[config.mk]
export PLATFORM = sky130hd
export DESIGN_NAME = windowed_mean_variance_detector_core
export DESIGN_NICKNAME = d
export VERILOG_FILES = /design/src/sv/wmvd_pkg.sv /design/src/sv/windowed_mean_variance_detector_core.sv /design/src/sv/wmvd_window.sv /design/src/sv/wmvd_test.sv
export SDC_FILE = /design/constraint.sdc
export NUM_CORES = 2
export LEC_CHECK = 0
export BUFFER_PORTS_ARGS = -buffer_cell sky130_fd_sc_hd__buf_2
export CAP_MARGIN = 0
export CORE_MARGIN = 2
export CORE_UTILIZATION = 50
export CTS_CLUSTER_DIAMETER = 60
export DETAILED_ROUTE_END_ITERATION = 8
export PLACE_DENSITY = 0.71
export SLEW_MARGIN = 20
export SYNTH_ARGS = -nofsm -noshare
export SYNTH_HDL_FRONTEND = slang
export SYNTH_HIERARCHICAL = 1
export SYNTH_SLANG_ARGS = --single-unit
[constraint.sdc]
create_clock -name clk -period 12.6 [get_ports clk]
set_clock_uncertainty 0.1 [all_clocks]
set_input_delay 2.52 -clock clk [delete_from_list [all_inputs] [get_ports clk]]
set_output_delay 2.52 -clock clk [all_outputs]
set_load 0.01 [all_outputs]
[src/sv/wmvd_pkg.sv]
`default_nettype none

package wmvd_pkg;

  localparam int WINDOW     = 16;
  localparam int WIN_LOG    = $clog2(WINDOW);
  localparam int PTR_W      = WIN_LOG;
  localparam int SAMPLE_W   = 16;
  localparam int SUM_W      = SAMPLE_W + WIN_LOG;
  // a squared sample is at most 2^30, so 31 bits unsigned
  localparam int SQ_ITEM_W  = 2 * SAMPLE_W - 1;
  localparam int SQ_W       = SQ_ITEM_W + WIN_LOG;
  localparam int VAR_W      = 32;
  localparam int CMP_W      = VAR_W + 2 * WIN_LOG;

  localparam int CFG_IDX_W  = 8;
  localparam int CFG_DATA_W = 32;

  localparam logic [CFG_IDX_W-1:0] REG_MEAN_THRESHOLD = CFG_IDX_W'(0);
  localparam logic [CFG_IDX_W-1:0] REG_VARIANCE_LIMIT = CFG_IDX_W'(1);

  localparam logic [SAMPLE_W-1:0] MEAN_THRESHOLD_RST = SAMPLE_W'(13107);
  localparam logic [VAR_W-1:0]    VARIANCE_LIMIT_RST = VAR_W'(2684355);

  // window totals after one word has gone into the ring
  typedef struct packed {
    logic                    full;
    logic signed [SUM_W-1:0] sum;
    logic [SQ_W-1:0]         sq;
  } wmvd_acc_t;

  // stage load enables from the handshake control
  typedef struct packed {
    logic ld_test;
    logic ld_out;
  } wmvd_adv_t;

endpackage

`default_nettype wire

[src/sv/windowed_mean_variance_detector_core.sv]
// channel   dir  handshake            word
// -------   ---  -------------------  -------------------------------
// in        in   in_valid / in_stall  sample (16b signed Q2.14)
// out       out  out_valid / out_stall converged, window_full
// cfg       in   cfg_valid / cfg_ready cfg_index (8b), cfg_data (32b)
//
// One word per clock while the output is not stalled; a result passes through
// three register stages after its sample is taken (ring and running sums, square of
// the sum, variance compare).
// rst is synchronous: pointer, sums, full flag and valids clear, registers
// return to their defaults. The ring contents need no clear.
// A stalled output holds; the two internal stages keep taking words until full.
`default_nettype none

module windowed_mean_variance_detector_core (
  input  wire logic                                  clk,
  input  wire logic                                  rst,
  input  wire logic                                  in_valid,
  output logic                                       in_stall,
  input  wire logic signed [wmvd_pkg::SAMPLE_W-1:0]  sample,
  output logic                                       out_valid,
  input  wire logic                                  out_stall,
  output logic                                       converged,
  output logic                                       window_full,
  input  wire logic                                  cfg_valid,
  output logic                                       cfg_ready,
  input  wire logic [wmvd_pkg::CFG_IDX_W-1:0]        cfg_index,
  input  wire logic [wmvd_pkg::CFG_DATA_W-1:0]       cfg_data
);

  logic [wmvd_pkg::SAMPLE_W-1:0] mean_threshold;
  logic [wmvd_pkg::VAR_W-1:0]    variance_limit;

  logic                 acc_valid;
  logic                 test_valid;
  logic                 take;
  logic                 out_ready;
  logic                 test_ready;
  logic                 acc_ready;
  wmvd_pkg::wmvd_adv_t  adv;
  wmvd_pkg::wmvd_acc_t  acc;

  assign cfg_ready = 1'b1;

  always_ff @(posedge clk) begin
    if (rst) begin
      mean_threshold <= wmvd_pkg::MEAN_THRESHOLD_RST;
      variance_limit <= wmvd_pkg::VARIANCE_LIMIT_RST;
    end else if (cfg_valid && cfg_ready) begin
      if (cfg_index == wmvd_pkg::REG_MEAN_THRESHOLD) begin
        mean_threshold <= cfg_data[wmvd_pkg::SAMPLE_W-1:0];
      end else if (cfg_index == wmvd_pkg::REG_VARIANCE_LIMIT) begin
        variance_limit <= cfg_data[wmvd_pkg::VAR_W-1:0];
      end
    end
  end

  // each stage loads when it is empty or its word moves on
  assign out_ready   = !out_valid || !out_stall;
  assign adv.ld_out  = test_valid && out_ready;
  assign test_ready  = !test_valid || out_ready;
  assign adv.ld_test = acc_valid && test_ready;
  assign acc_ready   = !acc_valid || test_ready;
  assign in_stall    = !acc_ready;
  assign take        = in_valid && acc_ready;

  always_ff @(posedge clk) begin
    if (rst) begin
      acc_valid  <= 1'b0;
      test_valid <= 1'b0;
      out_valid  <= 1'b0;
    end else begin
      if (take) begin
        acc_valid <= 1'b1;
      end else if (adv.ld_test) begin
        acc_valid <= 1'b0;
      end
      if (adv.ld_test) begin
        test_valid <= 1'b1;
      end else if (adv.ld_out) begin
        test_valid <= 1'b0;
      end
      if (adv.ld_out) begin
        out_valid <= 1'b1;
      end else if (out_ready) begin
        out_valid <= 1'b0;
      end
    end
  end

  wmvd_window u_window (
    .clk    (clk),
    .rst    (rst),
    .take   (take),
    .sample (sample),
    .acc    (acc)
  );

  wmvd_test u_test (
    .clk            (clk),
    .acc            (acc),
    .adv            (adv),
    .mean_threshold (mean_threshold),
    .variance_limit (variance_limit),
    .converged      (converged),
    .window_full    (window_full)
  );

endmodule

`default_nettype wire

[src/sv/wmvd_window.sv]
`default_nettype none

module wmvd_window (
  input  wire logic                                  clk,
  input  wire logic                                  rst,
  input  wire logic                                  take,
  input  wire logic signed [wmvd_pkg::SAMPLE_W-1:0]  sample,
  output wmvd_pkg::wmvd_acc_t                        acc
);

  localparam int SUM_EXT = wmvd_pkg::SUM_W - wmvd_pkg::SAMPLE_W;

  logic [wmvd_pkg::SAMPLE_W-1:0]     store [wmvd_pkg::WINDOW];
  logic [wmvd_pkg::PTR_W-1:0]        ptr;
  logic [wmvd_pkg::PTR_W-1:0]        ptr_next;
  logic                              full;
  logic                              full_next;
  logic signed [wmvd_pkg::SUM_W-1:0] sum;
  logic signed [wmvd_pkg::SUM_W-1:0] sum_next;
  logic [wmvd_pkg::SQ_W-1:0]         sq;
  logic [wmvd_pkg::SQ_W-1:0]         sq_next;

  logic signed [wmvd_pkg::SAMPLE_W-1:0]   old_val;
  logic signed [2*wmvd_pkg::SAMPLE_W-1:0] new_sq;
  logic signed [2*wmvd_pkg::SAMPLE_W-1:0] old_sq;
  logic                                   wrap;

  // entries are only read again after the first wrap, so the store needs no clear
  assign old_val = full ? $signed(store[ptr]) : '0;
  assign new_sq  = sample * sample;
  assign old_sq  = old_val * old_val;
  assign wrap    = (ptr == wmvd_pkg::PTR_W'(wmvd_pkg::WINDOW - 1));

  assign ptr_next  = wrap ? '0 : ptr + wmvd_pkg::PTR_W'(1);
  assign full_next = full | wrap;
  assign sum_next  = sum + $signed({{SUM_EXT{sample[wmvd_pkg::SAMPLE_W-1]}}, sample})
                         - $signed({{SUM_EXT{old_val[wmvd_pkg::SAMPLE_W-1]}}, old_val});
  assign sq_next   = sq + {{wmvd_pkg::WIN_LOG{1'b0}}, new_sq[wmvd_pkg::SQ_ITEM_W-1:0]}
                        - {{wmvd_pkg::WIN_LOG{1'b0}}, old_sq[wmvd_pkg::SQ_ITEM_W-1:0]};

  always_ff @(posedge clk) begin
    if (rst) begin
      ptr  <= '0;
      full <= 1'b0;
      sum  <= '0;
      sq   <= '0;
    end else if (take) begin
      ptr  <= ptr_next;
      full <= full_next;
      sum  <= sum_next;
      sq   <= sq_next;
    end
  end

  always_ff @(posedge clk) begin
    if (take) begin
      store[ptr] <= sample;
      acc.full   <= full_next;
      acc.sum    <= sum_next;
      acc.sq     <= sq_next;
    end
  end

endmodule

`default_nettype wire

[src/sv/wmvd_test.sv]
`default_nettype none

module wmvd_test (
  input  wire logic                                 clk,
  input  wire wmvd_pkg::wmvd_acc_t                  acc,
  input  wire wmvd_pkg::wmvd_adv_t                  adv,
  input  wire logic [wmvd_pkg::SAMPLE_W-1:0]        mean_threshold,
  input  wire logic [wmvd_pkg::VAR_W-1:0]           variance_limit,
  output logic                                      converged,
  output logic                                      window_full
);

  localparam int SUM_EXT = wmvd_pkg::SUM_W - wmvd_pkg::SAMPLE_W;

  logic signed [wmvd_pkg::SUM_W-1:0]   mean_bound;
  logic signed [2*wmvd_pkg::SUM_W-1:0] sum_sq;
  logic [wmvd_pkg::CMP_W-1:0]          n_sq;
  logic [wmvd_pkg::CMP_W-1:0]          var_bound;
  logic [wmvd_pkg::CMP_W-1:0]          spread;

  logic                                t_full;
  logic                                t_mean_ok;
  logic [wmvd_pkg::CMP_W-1:0]          t_n_sq;
  logic [wmvd_pkg::CMP_W-1:0]          t_sum_sq;

  // mean test: S >= threshold * N
  assign mean_bound = $signed({{SUM_EXT{mean_threshold[wmvd_pkg::SAMPLE_W-1]}},
                               mean_threshold})
                      * $signed(wmvd_pkg::SUM_W'(wmvd_pkg::WINDOW));
  assign sum_sq     = acc.sum * acc.sum;
  assign n_sq       = wmvd_pkg::CMP_W'(acc.sq) * wmvd_pkg::CMP_W'(wmvd_pkg::WINDOW);

  // variance test: N*Q - S*S < limit * N^2, never negative on the left
  assign var_bound  = wmvd_pkg::CMP_W'(variance_limit)
                      * wmvd_pkg::CMP_W'(wmvd_pkg::WINDOW * wmvd_pkg::WINDOW);
  assign spread     = t_n_sq - t_sum_sq;

  always_ff @(posedge clk) begin
    if (adv.ld_test) begin
      t_full    <= acc.full;
      t_mean_ok <= (acc.sum >= mean_bound);
      t_n_sq    <= n_sq;
      t_sum_sq  <= wmvd_pkg::CMP_W'(sum_sq);
    end
  end

  always_ff @(posedge clk) begin
    if (adv.ld_out) begin
      converged   <= t_full & t_mean_ok & (spread < var_bound);
      window_full <= t_full;
    end
  end

endmodule

`default_nettype wire

==> flow_summary_export.csv <==
group,metric,value,unit
status,outcome,"complete, no violations",
sta,setup_viol,0,
synthesis,synth.avg_cell_area,10.6,µm²
clock_tree,cts_resized,0,
sta,slew_viol_final,0,
worst_setup_path,path_buf_inv,8,
worst_setup_path,r2r_slack,1.29,ns
detailed_routing,dr.pass1.iters,5,
floorplanning,row_count,122,
worst_setup_path,cp.depth,41,
detailed_routing,drt_iter0_markers,2383,
sta,worst_slack,1.29,ns
clock_tree,clk_pin_slew,0.07,ns
cells_and_area,nFillCells,9639,
global_route,grt_pass1_vias,39500,
worst_setup_path,worstPathArrival,11.70,ns
synthesis,yosysSeqAreaShare,25.0,%
floorplanning,die_area,115000,µm²
cells_and_area,design_area,59900,µm²
clock_tree,cts_buffer_depth,3,
synthesis,synth_warnings,6,
clock_tree,cts_tree,"built",
worst_setup_path,required,12.98,ns
clock_tree,root_buffer,"clkbuf_16",
sta,finalHoldViolations,0,
synthesis,ys.flop_type,"edfxtp_1",
floorplanning,initial_utilization,50.6,%
clock_tree,cts-hold-fix-buffers,0,
sta,fin_crit,11.31,ns
detailed_routing,dr_total_vias,36500,
clock_tree,cts_buffers,52,
synthesis,async_flop_share,0,%
worst_setup_path,crit_end,"u_window/sq[34]",
detailed_routing,routed_wl,132000,µm
placed_design,place.gp.congestion,0.919,
min_path,hold_path_class,"reg2reg",
clock_tree,post-cts-setup-buffers,0,
synthesis,synth_cells,5298,
synthesis,synth_area,56200,µm²
synthesis,synth_top_area_share,31.8,%
floorplanning,dieHeight,339,µm
detailed_routing,drc_errors,0,
detailed_routing,wl_per_cell,19.3,µm
floorplanning,die-width,339,µm
placed_design,port-buffer-count,64,
global_route,grtUsageTotal,23.8,%
clock_tree,htreeDepth,2,
global_route,grt_first_pass_wirelength,215000,µm
worst_setup_path,cp_slowest_cell,"dfxtp_4",
synthesis,synth_top_area_cell,"fa_1",
sta,worst_pin_slew,1.19,ns
sta,period_share,89.8,%
sta,tns,0,ns
worst_setup_path,cpPeakStageDelay,0.76,ns
detailed_routing,ant_nets,0,
floorplanning,core-area,111000,µm²
cells_and_area,nNetsFinal,6685,
placed_design,hpwlAfterDp,102000,µm
worst_setup_path,crit_type,"reg2reg",
synthesis,synth-edff-count,390,
detailed_routing,routed_via_density,5.33,
synthesis,ys_top_cells_by_area,"fa_1 32%, edfxtp_1 21%, inv_1 9.3%",
global_route,grt_max_degree,109,
sta,rsz0062_at_grt,"false",
worst_setup_path,cpMostUsedCell,"inv_1",
sta,maxSlewHeadroom,20.4,%
clock_tree,clock_latency,0.64,ns
clock_tree,cts_sinks,505,
synthesis,ys_types,103,
synthesis,synthesis.nets,6663,
global_route,grt-ovfl-total,0,
cells_and_area,multi_input_area,36300,µm²
synthesis,synth_most_common_cell,"inv_1",
sta,max_freq,88.4,MHz
cells_and_area,layout-drive-gt1-share,6.51,%
synthesis,netlist_top_cells_count,"1,384 x inv_1, 893 x fa_1, 411 x ha_1",
worst_setup_path,cp_max_fo,30,
placed_design,place_ws,0.899,ns
placed_design,dpl_cell_area,58200,µm²
floorplanning,io-pin-count,66,
worst_setup_path,critPathTopFamily,"adder cells",
sta,whs,0.289,ns
run,maxCapViolCount,0,
synthesis,synth_seq_cells,505,
global_route,antenna_found_initial,7,
worst_setup_path,r2r_cells,41,
cells_and_area,synthToLayoutAreaGrowth,6.73,%
worst_setup_path,cp-start-kind,"register",
cells_and_area,final-seq-area,14000,µm²
worst_setup_path,crit_path_end_kind,"register",
worst_setup_path,r2r-end,"u_window/sq[34]",
stage by stage:
stage	std cells	utilization, %
final	6853	54.0
after CTS	6852	54.0
after global placement	6754	52.5
after detailed placement	6754	52.5
after floorplan	5298	-
after global routing	6853	54.0
metal layers:
metal	share of wire (%)	track usage [%]	vias up
met3	6.5	3.22	238
met4	2.9	6.51	2
met5	0.0083	0	-
met1	41	31.2	18500
li1	-	-	16700
met2	50	41.6	1119
worst register-to-register path: cells and delay by family (launching register included):
| family | cells | cell delay (ns) |
|---|---|---|
| fa+ha+maj | 9 | 3.76 |
| compound gates | 15 | 2.72 |
| mux | 4 | 1.80 |
| simple gates | 4 | 1.00 |
| flops | 1 | 0.76 |
| xor+xnor | 1 | 0.54 |
| buf+inv | 8 | 0.50 |
state kept, by name, indices dropped and copies added (netlist names), 4 cells and up, named ones only:
signal / count
u_test/t_n_sq: 35
u_window/store: 256
u_window/acc: 56
u_window/ptr: 4
variance_limit: 32
mean_threshold: 16
u_window/sq: 35
u_window/sum: 20
u_test/t_sum_sq: 39
how the worst min path moves through the flow:
stage | start | to | slack [ns] | cells after the start
after CTS | u_window/acc[19] | u_test/t_n_sq[23] | 0.29 | 0
after detailed placement | u_window/acc[55] | u_test/t_full | 0.30 | 0
after global placement | u_window/acc[16] | u_test/t_n_sq[20] | 0.30 | 0
final | u_window/acc[19] | u_test/t_n_sq[23] | 0.29 | 0
after global routing | u_window/acc[17] | u_test/t_n_sq[21] | 0.31 | 0
after floorplan | u_window/acc[55] | u_test/t_full | 0.30 | 0
cell type report:
type	instances	share of cell area [%]
timing repair buffer	118	1.30
clock inverter	43	0.681
antenna	1	0.00418
sequential	505	23.4
inverter	1387	8.69
tap	1488	3.11
multi-input combinational	3256	60.6
clock buffer	55	2.19
cells in the final DEF, fill, tap and decap left out, types with 74 or more instances in the layout:
cell type / count
fa_1: 893
nand2_1: 331
inv_1: 1384
mux4_2: 78
nor2_1: 216
xnor2_1: 146
a21oi_1: 165
and2_1: 166
ha_1: 411
dfxtp_1: 113
o21ai_0: 74
edfxtp_1: 390
a21o_1: 87
logic make-up after synthesis:
group | after synthesis | share of synthesized area, %
buffers and inverters | 1537 | 10.4
adders and majority gates | 1304 | 41.0
and+or+nand+nor | 1040 | 9.20
AOI/OAI and AO/OA | 548 | 6.71
DFF | 505 | 25.0
xor gates and xnor gates | 212 | 3.31
muxes | 151 | 4.45
other | 1 | 0.00668
Power is left out: the tool's default activity adds up to more than one toggle a clock period on the data nets, which glitch-free logic cannot reach.
